--- config.mk ---
export PLATFORM = sky130hd
export DESIGN_NAME = region_access_splitter
export DESIGN_NICKNAME = d
export VERILOG_FILES = /design/src/rtl/core/ras_pkg.sv /design/src/rtl/core/region_access_splitter.sv /design/src/rtl/core/ras_cfg.sv /design/src/rtl/core/ras_ctrl.sv /design/src/rtl/core/ras_dp.sv
export SDC_FILE = /design/constraint.sdc
export NUM_CORES = 1
export LEC_CHECK = 0
export ABC_AREA = 1
export BUFFER_PORTS_ARGS = -buffer_cell sky130_fd_sc_hd__buf_2
export CAP_MARGIN = 10
export CORE_MARGIN = 2
export CORE_UTILIZATION = 55
export CTS_CLUSTER_SIZE = 10
export DETAILED_ROUTE_END_ITERATION = 16
export PLACE_DENSITY = 0.81
export SYNTH_ARGS = -nofsm -noshare
export SYNTH_HDL_FRONTEND = slang
export SYNTH_SLANG_ARGS = --single-unit
--- constraint.sdc ---
create_clock -name clk -period 8.05 [get_ports clk]
set_clock_uncertainty 0.15 [all_clocks]
set_input_delay 0.4025 -clock clk [delete_from_list [all_inputs] [get_ports clk]]
set_output_delay 0.4025 -clock clk [all_outputs]
set_load 0.02 [all_outputs]
--- src/rtl/core/ras_pkg.sv ---
`timescale 1ns / 1ps

package ras_pkg;

    localparam int NUM_SLOTS  = 4;
    localparam int KIND_W     = 2;
    localparam int IDX_W      = 2;
    localparam int ADDR_W     = 32;
    localparam int LEN_W      = 32;
    localparam int SIZE_W     = 25;
    localparam int OFF_W      = 24;
    localparam int BND_W      = 27;
    localparam int CNT_W      = 3;
    localparam int CFG_IDX_W  = 3;
    localparam int CFG_DATA_W = 25;

    localparam logic [SIZE_W-1:0] SIZE_MAX = 25'h1000000;

    localparam int DEF_MAX_CHUNKS   = 4;
    localparam int DEF_ADDRESS_BITS = 32;

    typedef enum logic [CFG_IDX_W-1:0] {
        REG_CHUNK_COUNT  = 3'd0,
        REG_CHUNK_SIZE_0 = 3'd1,
        REG_CHUNK_SIZE_1 = 3'd2,
        REG_CHUNK_SIZE_2 = 3'd3,
        REG_CHUNK_SIZE_3 = 3'd4
    } cfg_reg_t;

    typedef struct packed {
        logic [KIND_W-1:0] kind;
        logic [ADDR_W-1:0] request_address;
        logic [LEN_W-1:0]  request_length;
    } req_t;

    typedef struct packed {
        logic [KIND_W-1:0] op_kind;
        logic [IDX_W-1:0]  chunk_index;
        logic [OFF_W-1:0]  chunk_offset;
        logic [SIZE_W-1:0] segment_length;
        logic [LEN_W-1:0]  buffer_offset;
        logic              status;
        logic              last;
    } rsp_t;

    typedef logic [NUM_SLOTS-1:0][SIZE_W-1:0] size_tab_t;
    typedef logic [NUM_SLOTS-1:0][BND_W-1:0]  bnd_tab_t;

    typedef enum logic [2:0] {
        ST_IDLE,
        ST_LOCATE,
        ST_OFFSET,
        ST_EMIT,
        ST_SINGLE
    } ctrl_state_t;

    typedef struct packed {
        logic capture;
        logic locate;
        logic offset;
        logic emit_seg;
        logic emit_single;
    } dp_cmd_t;

    typedef struct packed {
        logic zero_len;
        logic range_err;
        logic seg_final;
        logic out_free;
    } dp_status_t;

endpackage

--- src/rtl/core/region_access_splitter.sv ---
`timescale 1ns / 1ps

// Channel   Direction  Handshake          Word
// req       in         req_valid/stall    kind, request_address, request_length
// rsp       out        rsp_valid/stall    op_kind .. last, one per segment
// cfg       in         cfg_valid/ready    cfg_index, cfg_data (always ready)
//
// A split request steps through accept, locate and offset, then emits 1..4
// segments one by one through the single segment unit.
// An empty or error request steps through accept, locate, emit.
// A stalled rsp holds the segment unit in place.
// Reset is asynchronous, active low; all chunk sizes and the count reset to 1.
// A size write reaches the chunk end table only after the size table.

module region_access_splitter
    import ras_pkg::*;
#(
    parameter int MAX_CHUNKS   = DEF_MAX_CHUNKS,
    parameter int ADDRESS_BITS = DEF_ADDRESS_BITS
)
(
    input  logic                  clk,
    input  logic                  rst_n,
    input  logic                  req_valid,
    output logic                  req_stall,
    input  req_t                  req,
    output logic                  rsp_valid,
    input  logic                  rsp_stall,
    output rsp_t                  rsp,
    input  logic                  cfg_valid,
    output logic                  cfg_ready,
    input  logic [CFG_IDX_W-1:0]  cfg_index,
    input  logic [CFG_DATA_W-1:0] cfg_data
);

    size_tab_t        sizes;
    bnd_tab_t         bounds;
    logic [IDX_W-1:0] last_idx;
    dp_cmd_t          cmd;
    dp_status_t       stat;
    ctrl_state_t      state;

    // chunk sizes, clamped count and cumulative chunk ends
    ras_cfg #(
        .MAX_CHUNKS (MAX_CHUNKS)
    ) u_cfg (
        .clk       (clk),
        .rst_n     (rst_n),
        .cfg_valid (cfg_valid),
        .cfg_ready (cfg_ready),
        .cfg_index (cfg_index),
        .cfg_data  (cfg_data),
        .sizes     (sizes),
        .bounds    (bounds),
        .last_idx  (last_idx)
    );

    // sequencer: accept, locate, offset, emit
    ras_ctrl u_ctrl (
        .clk       (clk),
        .rst_n     (rst_n),
        .req_valid (req_valid),
        .req_stall (req_stall),
        .stat      (stat),
        .cmd       (cmd),
        .state     (state)
    );

    // request registers, segment unit and output register
    ras_dp #(
        .ADDRESS_BITS (ADDRESS_BITS)
    ) u_dp (
        .clk       (clk),
        .rst_n     (rst_n),
        .req       (req),
        .rsp       (rsp),
        .rsp_valid (rsp_valid),
        .rsp_stall (rsp_stall),
        .sizes     (sizes),
        .bounds    (bounds),
        .last_idx  (last_idx),
        .cmd       (cmd),
        .stat      (stat)
    );

    // an error word is always alone and carries no segment
    a_err_alone: assert property (@(posedge clk) disable iff (!rst_n)
        rsp_valid && rsp.status |-> rsp.last && rsp.segment_length == '0)
        else $error("error word not final or not empty");

    // a segment that is not last must run to the end of its chunk
    a_cut_at_edge: assert property (@(posedge clk) disable iff (!rst_n)
        rsp_valid && !rsp.status && !rsp.last |->
            SIZE_W'(rsp.chunk_offset) + rsp.segment_length == sizes[rsp.chunk_index])
        else $error("inner segment does not end at a chunk boundary");

    // no segment in a chunk beyond the ones in use
    a_idx_in_use: assert property (@(posedge clk) disable iff (!rst_n)
        rsp_valid |-> rsp.chunk_index <= last_idx)
        else $error("segment in an unused chunk");

    // new requests only enter while the sequencer is idle
    a_accept_idle: assert property (@(posedge clk) disable iff (!rst_n)
        req_valid && !req_stall |=> state == ST_LOCATE)
        else $error("request taken outside idle");

endmodule

--- src/rtl/core/ras_cfg.sv ---
`timescale 1ns / 1ps

module ras_cfg
    import ras_pkg::*;
#(
    parameter int MAX_CHUNKS = DEF_MAX_CHUNKS
)
(
    input  logic                  clk,
    input  logic                  rst_n,
    input  logic                  cfg_valid,
    output logic                  cfg_ready,
    input  logic [CFG_IDX_W-1:0]  cfg_index,
    input  logic [CFG_DATA_W-1:0] cfg_data,
    output size_tab_t             sizes,
    output bnd_tab_t              bounds,
    output logic [IDX_W-1:0]      last_idx
);

    localparam int CAP = (MAX_CHUNKS < NUM_SLOTS) ? MAX_CHUNKS : NUM_SLOTS;

    size_tab_t          size_reg, size_next;
    bnd_tab_t           bnd_reg, bnd_next;
    logic [IDX_W-1:0]   last_idx_reg, last_idx_next;
    logic [CNT_W-1:0]   cnt_in;
    logic [SIZE_W-1:0]  size_in;
    logic [BND_W-1:0]   acc;

    assign cfg_ready = 1'b1;

    // clamp incoming values once, at write time
    always_comb
    begin
        cnt_in = cfg_data[CNT_W-1:0];
        if (cnt_in == '0)
            cnt_in = CNT_W'(1);
        else if (cnt_in > CNT_W'(CAP))
            cnt_in = CNT_W'(CAP);

        size_in = cfg_data[SIZE_W-1:0];
        if (size_in == '0)
            size_in = SIZE_W'(1);
        else if (size_in > SIZE_MAX)
            size_in = SIZE_MAX;
    end

    always_comb
    begin
        size_next     = size_reg;
        last_idx_next = last_idx_reg;
        if (cfg_valid)
        begin
            case (cfg_index)
                REG_CHUNK_COUNT:  last_idx_next = IDX_W'(cnt_in - CNT_W'(1));
                REG_CHUNK_SIZE_0: size_next[0]  = size_in;
                REG_CHUNK_SIZE_1: size_next[1]  = size_in;
                REG_CHUNK_SIZE_2: size_next[2]  = size_in;
                REG_CHUNK_SIZE_3: size_next[3]  = size_in;
                default: ;
            endcase
        end
    end

    // running end address of each chunk; trails the size table
    always_comb
    begin
        acc = '0;
        for (int i = 0; i < NUM_SLOTS; i++)
        begin
            acc         = acc + BND_W'(size_reg[i]);
            bnd_next[i] = acc;
        end
    end

    always_ff @(posedge clk or negedge rst_n)
    begin
        if (!rst_n)
        begin
            last_idx_reg <= '0;
            for (int i = 0; i < NUM_SLOTS; i++)
            begin
                size_reg[i] <= SIZE_W'(1);
                bnd_reg[i]  <= BND_W'(i + 1);
            end
        end
        else
        begin
            last_idx_reg <= last_idx_next;
            size_reg     <= size_next;
            bnd_reg      <= bnd_next;
        end
    end

    assign sizes    = size_reg;
    assign bounds   = bnd_reg;
    assign last_idx = last_idx_reg;

endmodule

--- src/rtl/core/ras_ctrl.sv ---
`timescale 1ns / 1ps

module ras_ctrl
    import ras_pkg::*;
(
    input  logic        clk,
    input  logic        rst_n,
    input  logic        req_valid,
    output logic        req_stall,
    input  dp_status_t  stat,
    output dp_cmd_t     cmd,
    output ctrl_state_t state
);

    ctrl_state_t state_reg, state_next;

    always_ff @(posedge clk or negedge rst_n)
    begin
        if (!rst_n)
            state_reg <= ST_IDLE;
        else
            state_reg <= state_next;
    end

    always_comb
    begin
        state_next = state_reg;
        cmd        = '0;
        req_stall  = 1'b1;
        case (state_reg)
            ST_IDLE:
            begin
                req_stall = 1'b0;
                if (req_valid)
                begin
                    cmd.capture = 1'b1;
                    state_next  = ST_LOCATE;
                end
            end
            ST_LOCATE:
            begin
                cmd.locate = 1'b1;
                if (stat.zero_len || stat.range_err)
                    state_next = ST_SINGLE;
                else
                    state_next = ST_OFFSET;
            end
            ST_OFFSET:
            begin
                cmd.offset = 1'b1;
                state_next = ST_EMIT;
            end
            ST_EMIT:
            begin
                if (stat.out_free)
                begin
                    cmd.emit_seg = 1'b1;
                    if (stat.seg_final)
                        state_next = ST_IDLE;
                end
            end
            ST_SINGLE:
            begin
                if (stat.out_free)
                begin
                    cmd.emit_single = 1'b1;
                    state_next      = ST_IDLE;
                end
            end
            default: state_next = ST_IDLE;
        endcase
    end

    assign state = state_reg;

endmodule

--- src/rtl/core/ras_dp.sv ---
`timescale 1ns / 1ps

module ras_dp
    import ras_pkg::*;
#(
    parameter int ADDRESS_BITS = DEF_ADDRESS_BITS
)
(
    input  logic             clk,
    input  logic             rst_n,
    input  req_t             req,
    output rsp_t             rsp,
    output logic             rsp_valid,
    input  logic             rsp_stall,
    input  size_tab_t        sizes,
    input  bnd_tab_t         bounds,
    input  logic [IDX_W-1:0] last_idx,
    input  dp_cmd_t          cmd,
    output dp_status_t       stat
);

    // end + 1 must not exceed 2^ADDRESS_BITS; no limit from ADDRESS_BITS 33 up
    localparam logic [ADDR_W+1:0] SPACE_LIM =
        (ADDRESS_BITS < ADDR_W + 1) ? ((ADDR_W+2)'(1) << ADDRESS_BITS) : '1;

    logic [KIND_W-1:0] kind_reg;
    logic [ADDR_W-1:0] addr_reg;
    logic [LEN_W-1:0]  len_reg;
    logic [LEN_W-1:0]  remain_reg;
    logic [LEN_W-1:0]  done_reg;
    logic [IDX_W-1:0]  idx_reg;
    logic [OFF_W-1:0]  off_reg;
    logic              err_reg;
    rsp_t              rsp_reg, rsp_next;
    logic              rsp_valid_reg, rsp_valid_next;

    logic [ADDR_W:0]   end_excl;
    logic              range_err;
    logic              zero_len;
    logic [IDX_W-1:0]  idx_found;
    logic              found;
    logic [BND_W-1:0]  start_sel;
    logic [BND_W-1:0]  off_full;
    logic [SIZE_W-1:0] room;
    logic              take_rest;
    logic [SIZE_W-1:0] seg;
    logic              seg_final;

    // locate: range check and first chunk whose end lies past the start
    always_comb
    begin
        end_excl  = {1'b0, addr_reg} + {1'b0, len_reg};
        zero_len  = (len_reg == '0);
        range_err = ({1'b0, end_excl} > SPACE_LIM) ||
                    (end_excl > (ADDR_W+1)'(bounds[last_idx]));
        idx_found = last_idx;
        found     = 1'b0;
        for (int i = 0; i < NUM_SLOTS; i++)
        begin
            if (!found && (IDX_W'(i) == last_idx ||
                           addr_reg < ADDR_W'(bounds[i])))
            begin
                idx_found = IDX_W'(i);
                found     = 1'b1;
            end
        end
    end

    // offset: start of chunk is the end of the one before
    always_comb
    begin
        start_sel = (idx_reg == '0) ? '0 : bounds[idx_reg - IDX_W'(1)];
        off_full  = addr_reg[BND_W-1:0] - start_sel;
    end

    // segment: what is left of this chunk against what is left of the request
    always_comb
    begin
        room      = sizes[idx_reg] - SIZE_W'(off_reg);
        take_rest = (LEN_W'(room) >= remain_reg);
        seg       = take_rest ? remain_reg[SIZE_W-1:0] : room;
        seg_final = take_rest || (idx_reg == last_idx);
    end

    always_comb
    begin
        rsp_next       = rsp_reg;
        rsp_valid_next = rsp_valid_reg && rsp_stall;
        if (cmd.emit_seg)
        begin
            rsp_next.op_kind        = kind_reg;
            rsp_next.chunk_index    = idx_reg;
            rsp_next.chunk_offset   = off_reg;
            rsp_next.segment_length = seg;
            rsp_next.buffer_offset  = done_reg;
            rsp_next.status         = 1'b0;
            rsp_next.last           = seg_final;
            rsp_valid_next          = 1'b1;
        end
        else if (cmd.emit_single)
        begin
            rsp_next         = '0;
            rsp_next.op_kind = kind_reg;
            rsp_next.status  = err_reg;
            rsp_next.last    = 1'b1;
            rsp_valid_next   = 1'b1;
        end
    end

    always_ff @(posedge clk or negedge rst_n)
    begin
        if (!rst_n)
            rsp_valid_reg <= 1'b0;
        else
            rsp_valid_reg <= rsp_valid_next;
    end

    always_ff @(posedge clk)
    begin
        rsp_reg <= rsp_next;
        if (cmd.capture)
        begin
            kind_reg <= req.kind;
            addr_reg <= req.request_address;
            len_reg  <= req.request_length;
        end
        if (cmd.locate)
        begin
            idx_reg    <= idx_found;
            err_reg    <= range_err && !zero_len;
            remain_reg <= len_reg;
            done_reg   <= '0;
        end
        if (cmd.offset)
            off_reg <= off_full[OFF_W-1:0];
        if (cmd.emit_seg)
        begin
            remain_reg <= remain_reg - LEN_W'(seg);
            done_reg   <= done_reg + LEN_W'(seg);
            off_reg    <= '0;
            idx_reg    <= idx_reg + IDX_W'(1);
        end
    end

    assign rsp       = rsp_reg;
    assign rsp_valid = rsp_valid_reg;

    assign stat.zero_len  = zero_len;
    assign stat.range_err = range_err;
    assign stat.seg_final = seg_final;
    assign stat.out_free  = !rsp_valid_reg || !rsp_stall;

endmodule
==> results of run 1 <==
==> path summary, 6_finish.rpt <==
check	to	slack (ns)	depth (start not counted)
worst max-delay path	u_dp.done_reg[28]	0.47	31
worst min register to register	u_cfg.bounds[0]	0.25	0
worst min-delay path	u_cfg.sizes[99]	0.04	3
min in group asynchronous	u_cfg.sizes[22]	0.23	2
worst max register to register	u_dp.done_reg[28]	0.47	31
max in group asynchronous	u_cfg.bounds[27]	6.19	3
==> layout make-up <==
type / instances / area [µm²] / share of cell area
Clock buffer: 90 / 1530 / 0.0415
Timing Repair Buffer: 315 / 2140 / 0.0582
Multi-Input combinational cell: 2998 / 17400 / 0.472
Inverter: 619 / 2330 / 0.0633
Sequential cell: 455 / 12400 / 0.336
Tap cell: 773 / 967 / 0.0263
Clock inverter: 12 / 103 / 0.00279
Timing Repair inverter: 1 / 7.51 / 0.000204
==> synth_stat cells (all sizes together) (4+ instances only) <==
master	n
nand2	974
inv	618
nor2	359
o21ai	359
a21oi	358
ha	311
edfxtp	219
dfrtp	202
nand3	138
xor2	98
clkbuf	85
nand4	70
o22ai	47
xnor2	46
nor3	45
a221oi	28
dfxtp	25
o211ai	25
o21a	24
nor4	19
buf	18
o21bai	18
a21boi	13
a31oi	11
dfstp	9
a211oi	8
a21o	7
fa	7
o221ai	6
o31ai	4
==> power by group through the flow <==
stage               combinational, W  clock, W  sequential (W)
floorplan                    0.00792         0         0.00364
CTS                           0.0109   0.00233         0.00365
global route                  0.0124   0.00242         0.00373
detailed placement            0.0108         0         0.00369
global placement              0.0106         0         0.00367
finish                        0.0111   0.00231         0.00368
==> logic make-up after synthesis <==
family | after synthesis | synth area share
compound gates | 921 | 0.158
xor+xnor | 144 | 0.0388
fa+ha+maj | 318 | 0.124
buf+inv | 722 | 0.0854
flops | 455 | 0.381
other cells | 1 | 0.000115
simple gates | 1614 | 0.213
==> repair_timing <==
action / 4_1_cts / 5_1_grt
setup endpoints to repair: 0 / 12
hold buffers: 93 / 0
hold endpoints to repair: 208 / 0
setup buffers: 0 / 5
resized for setup: 0 / 11
==> layer usage <==
| layer | GRT usage | part of all wire | wire (µm) |
|---|---|---|---|
| met1 | 0.397 | 0.40 | 39200 |
| met2 | 0.545 | 0.47 | 46800 |
| met3 | 0.0427 | 0.071 | 7060 |
| met4 | 0.176 | 0.061 | 6030 |
| met5 | 0 | 0 | 0 |
==> critical path: cells and delay by family, from the launching register on <==
kind                     cells  cell delay [ns]
AO/OA/AOI/OAI                8             2.23
XOR/XNOR                     2             0.37
adder cells (fa/ha/maj)      4             1.32
buffers and inverters        5             0.90
flip-flops                   1             0.50
AND/OR/NAND/NOR             12             1.81
==> metrics by stage <==
stage | area [µm²] | util | hold WS, ns | power (W) | instances
after global routing | 36800 | 0.627 | 0.0703 | 0.0186 | 5263
after global placement | 34200 | 0.583 | 0.244 | 0.0143 | 5062
after floorplan | 32500 | - | -0.0431 | 0.0116 | 4175
final | 36800 | 0.627 | 0.0425 | 0.0171 | 5263
after CTS | 36800 | 0.626 | 0.0186 | 0.0169 | 5257
after detailed placement | 34200 | 0.583 | 0.240 | 0.0145 | 5062
==> reports/results.txt, run 1 <==
The flow ran to the end, and the final reports show no timing, DRC or antenna violations. The number of buffers on the longest clock path came out at 3. Setup repair after global routing left no endpoint under its margin.

Timing analysis after detailed placement gives a worst setup slack of 0.426 ns. Core region area: 0.0587 mm². The run gives 0.381 as the register area share after synthesis. The largest total area in the synthesized netlist belongs to sky130_fd_sc_hd__edfxtp_1. Synthesis-stage register bit count: 455. The root buffer cell chosen for the clock tree is sky130_fd_sc_hd__clkbuf_16. The synthesized netlist contains 62 unique library cells. At the pin with the least slew margin, the transition time is 1.13 ns. The tools report the critical path startpoint as u_dp.idx_reg[1].

Dividing total power by cell area gives a power density of 465 mW/mm². 189 I/O pins were placed. For the global routing usage summed across all routing layers, the log shows 0.322. The number of max-slew violations in the final report is 0, and the combinational power share is 0.650. For the via count of the first global-routing pass, the log shows 29186. Data on the critical path arrives at its endpoint at 7.78 ns. Entering global routing, the biggest net connects 91 pins.

The relative area change from synthesis to final layout was 13.3%; the switching fraction of total power was 0.524. The worst setup path is of the flop to flop kind. Clock tree synthesis found a total of 455 sinks. The run gives 0 as the number of DRC violations after detailed routing. The library cell used most frequently in the layout, excluding fill and tap cells, is sky130_fd_sc_hd__nand2_1. Headroom to the max-slew limit: 0.245.

The run gives 0 as the antenna diode instance count. For the total global routing overflow, the log shows 0. The post-route clock period utilization came out at 0.942. The number of DRC violations after detailed-routing iteration 0 came out at 2471. Critical path's slowest cell: sky130_fd_sc_hd__a221oi_1. The reported leakage power is 18.1 nW, and the final RePlAce weighted congestion is 0.989. The run gives 55 as the CTS buffer count. In the synthesized netlist the dominant register cell turns out to be sky130_fd_sc_hd__edfxtp_1. The worst register-to-register path begins at u_dp.idx_reg[1]. Dividing the detail-routed wire length by the instance count gives 18.8 µm. For the routed via count, the log shows 30029. The number of nets handed over by synthesis was 4592.

The area share of the leading cell type in the synthesized netlist is 0.202, and the net count of the finished layout is 4862. Clock latency on the worst-skew pair, taken at its later pin, is 0.63 ns. The proportion of layout cells with a drive suffix above 1 is 0.0915, and the final worst setup slack is 0.468 ns.

Setup violations remaining at the end of the flow were counted as 0. For this run, the top clock speed supported by timing is 0.132 GHz. The synthesized design contains 219 enable-type register cells. After floorplanning, the core was divided into 89 placement rows. In the layout the commonest cells are sky130_fd_sc_hd__nand2_1 (939), sky130_fd_sc_hd__inv_1 (602), sky130_fd_sc_hd__a21oi_1 (355), sky130_fd_sc_hd__o21ai_0 (336), sky130_fd_sc_hd__nor2_1 (332). The initial cell density of the core was 0.554; the total length of routed wires was 99100 µm. The filler cell count was 5059.

Before antenna repair, the detailed router went through 7 iterations. In this run the tool buffered the top-level ports with 187 buffer cells. After routing, the total negative slack on setup checks comes to 0 ns. The via-per-instance ratio was 5.71. Synthesis produced a netlist whose cell count is 4175.

The Yosys step of the flow raised 0 warnings. The first-pass GRT wire length was 153000 µm. The width of the chip was 247 µm; the final critical delay including setup and external delays was 7.58 ns. Number of flip-flops under the largest register name: 105. The synthesized cell area came out at 0.0325 mm². The startpoint identified for the worst hold timing path is cfg_data[24]. The min-delay analysis places its worst path in the category input pin to flop.

The number of antenna violations at the first check in global routing was 0; the overall die height was 247 µm. Each instance of the synthesized netlist takes up on average 7.78 µm². For the worst setup path, the data required time is 8.24 ns. Sorting the synthesized cells by area gives the leading types as sky130_fd_sc_hd__edfxtp_1 (20%), sky130_fd_sc_hd__dfrtp_1 (16%), sky130_fd_sc_hd__ha_1 (12%).

The number of nets with antenna violations after routing was 0; the switching power summed over all nets was 0.00896 W. Clock network fraction of design power: 0.135. STA classifies the critical path endpoint as a flop.

Detailed placement finished with a half-perimeter wire length of 76100 µm. The H-tree was split into 2 levels. The tools report the proportion of power drawn by flip-flops and latches as 0.215. Max-cap violations in this run came to 0.

The internal power came out at 0.00815 W. The share of synthesized registers carrying an async set or reset was 0.464. The worst stage delay on the critical path was 0.56 ns.

TritonCTS built the clock tree. After clock tree synthesis, the clock-pin slew on the worst setup and hold paths is 0.06 ns. The tools report the maximum vdd drop as 285 µV. STA classifies the critical path startpoint as a flop. In this run the worst path has a maximum fanout of 21. The run gives 0.0610 mm² as the area enclosed by the die boundary.

Number of endpoints with negative hold slack in the final report: 0.
Note: power is estimated with default switching activity, not from simulation.
==> run 2: changes to the inputs <==
--- a/config.mk
+++ b/config.mk
@@ -6,13 +6,13 @@
 export NUM_CORES = 1
 export LEC_CHECK = 0
 export ABC_AREA = 1
-export BUFFER_PORTS_ARGS = -buffer_cell sky130_fd_sc_hd__buf_2
 export CAP_MARGIN = 10
 export CORE_MARGIN = 2
-export CORE_UTILIZATION = 55
+export CORE_UTILIZATION = 41
 export CTS_CLUSTER_SIZE = 10
 export DETAILED_ROUTE_END_ITERATION = 16
-export PLACE_DENSITY = 0.81
+export DONT_BUFFER_PORTS = 1
+export PLACE_DENSITY = 0.63
 export SYNTH_ARGS = -nofsm -noshare
 export SYNTH_HDL_FRONTEND = slang
 export SYNTH_SLANG_ARGS = --single-unit
==> run 2 against run 1 <==
  * Final area fell by 1.3%
  * Total power fell by 0.48%
  * Via count fell by 6.0%
  * Clock-buffer cell count did not move
  * Combinational power barely moved
  * Largest power group unchanged
==> reports/results.txt, run 2 (synthesis results as in run 1) <==
The run finished with clean final reports. The core region area is 0.0787 mm² (+34%), and the number of antenna violations at the first check in global routing is 1 (+1). The wire length per cell works out to 18.7 µm (-0.52%).

For the post-CTS repair timing setup buffer count, the log shows 0 (unchanged). The top cell types in the final layout, fill and taps aside, are sky130_fd_sc_hd__nand2_1 (939), sky130_fd_sc_hd__inv_1 (603), sky130_fd_sc_hd__a21oi_1 (355), sky130_fd_sc_hd__o21ai_0 (338), sky130_fd_sc_hd__nor2_1 (332). The run gives 212 (+130%) as the pin count of the biggest net entering global routing.

The category of the critical setup timing path is flop to flop. The design area is 0.0363 mm² (-1.3%). The width of the chip was 285 µm (+16%); the final number of setup-violating endpoints was 0 (unchanged). The number of DRC violations after detailed-routing iteration 0 was 2069 (-16%); the CTS buffer count was 56 (+1.8%).

CTS placed an instance of sky130_fd_sc_hd__clkbuf_16 at the clock tree root. The top cell family by delay on the critical path is compound AO/OA/AOI/OAI gates. In this run the most critical hold path is launched from cfg_data[24]. From synthesis to final layout, the design area changed by 11.9%. For the setup TNS, the log shows 0 ns (unchanged). The clock slew seen by the registers of the worst setup and hold paths is 0.06 ns (about the same). The number of input and output port buffers inserted works out to 0 (-100%). The via count of the first global-routing pass is 27590 (-5.5%).

In this design, the critical path's most frequently occurring cell is sky130_fd_sc_hd__nand2_1. The logs give 0 (unchanged) for the number of nets with antenna violations after routing and 9 (+2) for the detailed-routing iteration count for the pre-antenna-repair pass. The logs give 0.137 GHz (+3.6%) for the fmax and 0.62 ns (about the same) for the clock latency at the later pin of the worst-skew pair.

The number of flip-flops under the largest register name came out at 105 (unchanged). Worst-margin pin slew: 1.27 ns (+0.138 ns). The logs give 103 (+16%) for the row count and 189 (unchanged) for the count of pins on the block boundary. The post-route clock period utilization is 0.909 (-0.0330), and the number of clock sinks is 455 (unchanged). For the required time at the worst-slack endpoint, the log shows 8.28 ns (+0.04 ns). The run gives 0.73 ns (+0.27 ns) as the setup slack of the most critical reg-to-reg path. For the total number of H-tree levels, the log shows 2 (unchanged). The proportion of layout cells with a drive suffix above 1 is 0.0514 (-0.0402), and the worst stage delay on the critical path is 0.43 ns (-0.13 ns).

Critical path's slowest cell: sky130_fd_sc_hd__o22ai_1. For the total cell area at the placement stage, the log shows 0.0336 mm² (-1.7%). The number of max-slew violations in the final report is 0 (unchanged). The tools report the routed via count as 28233 (-6.0%). Tracing the worst setup path back leads to its startpoint at u_dp.idx_reg[0].

Leaving out fill and tap cells, the most frequent cell in the layout is sky130_fd_sc_hd__nand2_1. The first-pass GRT wire length was 154000 µm (+1.0%); the filler cell count was 7768 (+54%). The worst setup path is launched from a flop. The maximum vdd drop is 221 µV (-22%), and the final critical delay including setup and external delays is 7.32 ns (-0.266 ns). Setup repair after global routing left no endpoint under its margin. The critical path buffer and inverter count is 6 (+1), and the sum of net half-perimeters after detailed placement is 79600 µm (+4.6%). The reported leakage power was 17.4 nW (-3.7%). The worst hold-check slack came out at 0.0206 ns (-0.0219 ns). The max-cap check violation count was 0 (unchanged); the total global routing overflow was 0 (unchanged).

The run gives 0.734 ns (+0.266 ns) as the final worst setup slack. Final RePlAce weighted congestion: 0.953 (-3.7%). Number of endpoints with negative hold slack in the final report: 0 (unchanged).

The net count of the finished layout came out at 4675 (-3.8%). The area enclosed by the die boundary was 0.0815 mm² (+34%); the overall die height was 285 µm (+16%). The worst-path maximum fanout works out to 38 (+81%). The worst register-to-register path begins at u_dp.idx_reg[0]. The via-per-instance ratio is 5.27 (-7.6%), and the total length of routed wires is 100000 µm (+1.2%). The run gives 0.413 (-0.141) as the initial cell density of the core.

The number of DRC violations after detailed routing was 0 (unchanged); the data arrival time of the critical path was 7.54 ns (-0.24 ns). The power density relative to cell area is 468 mW/mm² (+0.81%). For the worst setup timing slack at the placement stage, the log shows 0.700 ns (+0.273 ns).

The global routing usage summed across all routing layers is 0.243 (-0.0790). TritonCTS built the clock tree. STA classifies the critical path endpoint as a flop.

The worst hold path belongs to the class input pin to flop. The run gives 0.155 (-0.0899) as the headroom to the max-slew limit. The number of buffers on the longest clock path was 3 (unchanged).
==> run 2: cell types whose count changed in the layout (fill, tap and decap cells not counted), sizes merged <==
cell | previous run | this run
clkinv | 6 | 8
buf | 220 | 31
dlygate4sd3 | 93 | 97
diode | 0 | 2
clkbuf | 92 | 90
inv | 620 | 618
clkinvlp | 5 | 1
bufinv | 1 | 3
==> run 2: timing repair <==
action / in CTS / in global routing
resized for setup: 0 / 2
endpoints found under the setup margin: 0 / 5
hold endpoints to repair: 380 / 0
hold buffers: 98 / 0
==> run 2: final timing paths <==
path                                      to  depth (start not counted)
min in group asynchronous   u_cfg.bounds[48]                          2
min reg2reg                  u_cfg.bounds[0]                          0
max in group asynchronous  u_cfg.bounds[104]                          2
min                          u_cfg.sizes[50]                          3
max reg2reg                u_dp.done_reg[20]                         41
max                        u_dp.done_reg[20]                         41
==> run 2: metrics by stage <==
step	instances	power [W]	utilization
after floorplan	4175	0.0116	-
after global placement	5152	0.0143	0.427
after detailed placement	5152	0.0145	0.427
after CTS	5351	0.0170	0.462
after global routing	5352	0.0186	0.462
final	5353	0.0170	0.462
==> run 2: cell type report <==
type | instances | area (µm²) | share of cell area
inverters | 619 | 2330 | 0.0641
multi-input cells | 2998 | 17400 | 0.478
repair buffers | 128 | 1240 | 0.0340
clock inverters | 11 | 131 | 0.00361
well taps | 1050 | 1310 | 0.0361
flip-flops and latches | 455 | 12400 | 0.340
clock buffers | 90 | 1600 | 0.0441
diodes | 2 | 5.00 | 0.000138
==> run 2: tightest hold or removal path: cells and delay by family <==
family | cells | cell delay (ns)
AND/OR/NAND/NOR | 1 | 0.19
AO/OA/AOI/OAI | 2 | 0.18
==> run 2: per-layer routing <==
layer	track usage	routed length, µm
met1	0.318	44200
met2	0.409	46600
met3	0.0284	5070
met4	0.0976	4360
met5	0	0
==> run 2: power by group <==
group,switching [W],total (W),internal [W],leakage [nW]
Combinational,0.00720,0.0108,0.00355,11.6
Clock,0.000974,0.00242,0.00144,0.838
Sequential,0.000660,0.00385,0.00319,4.95
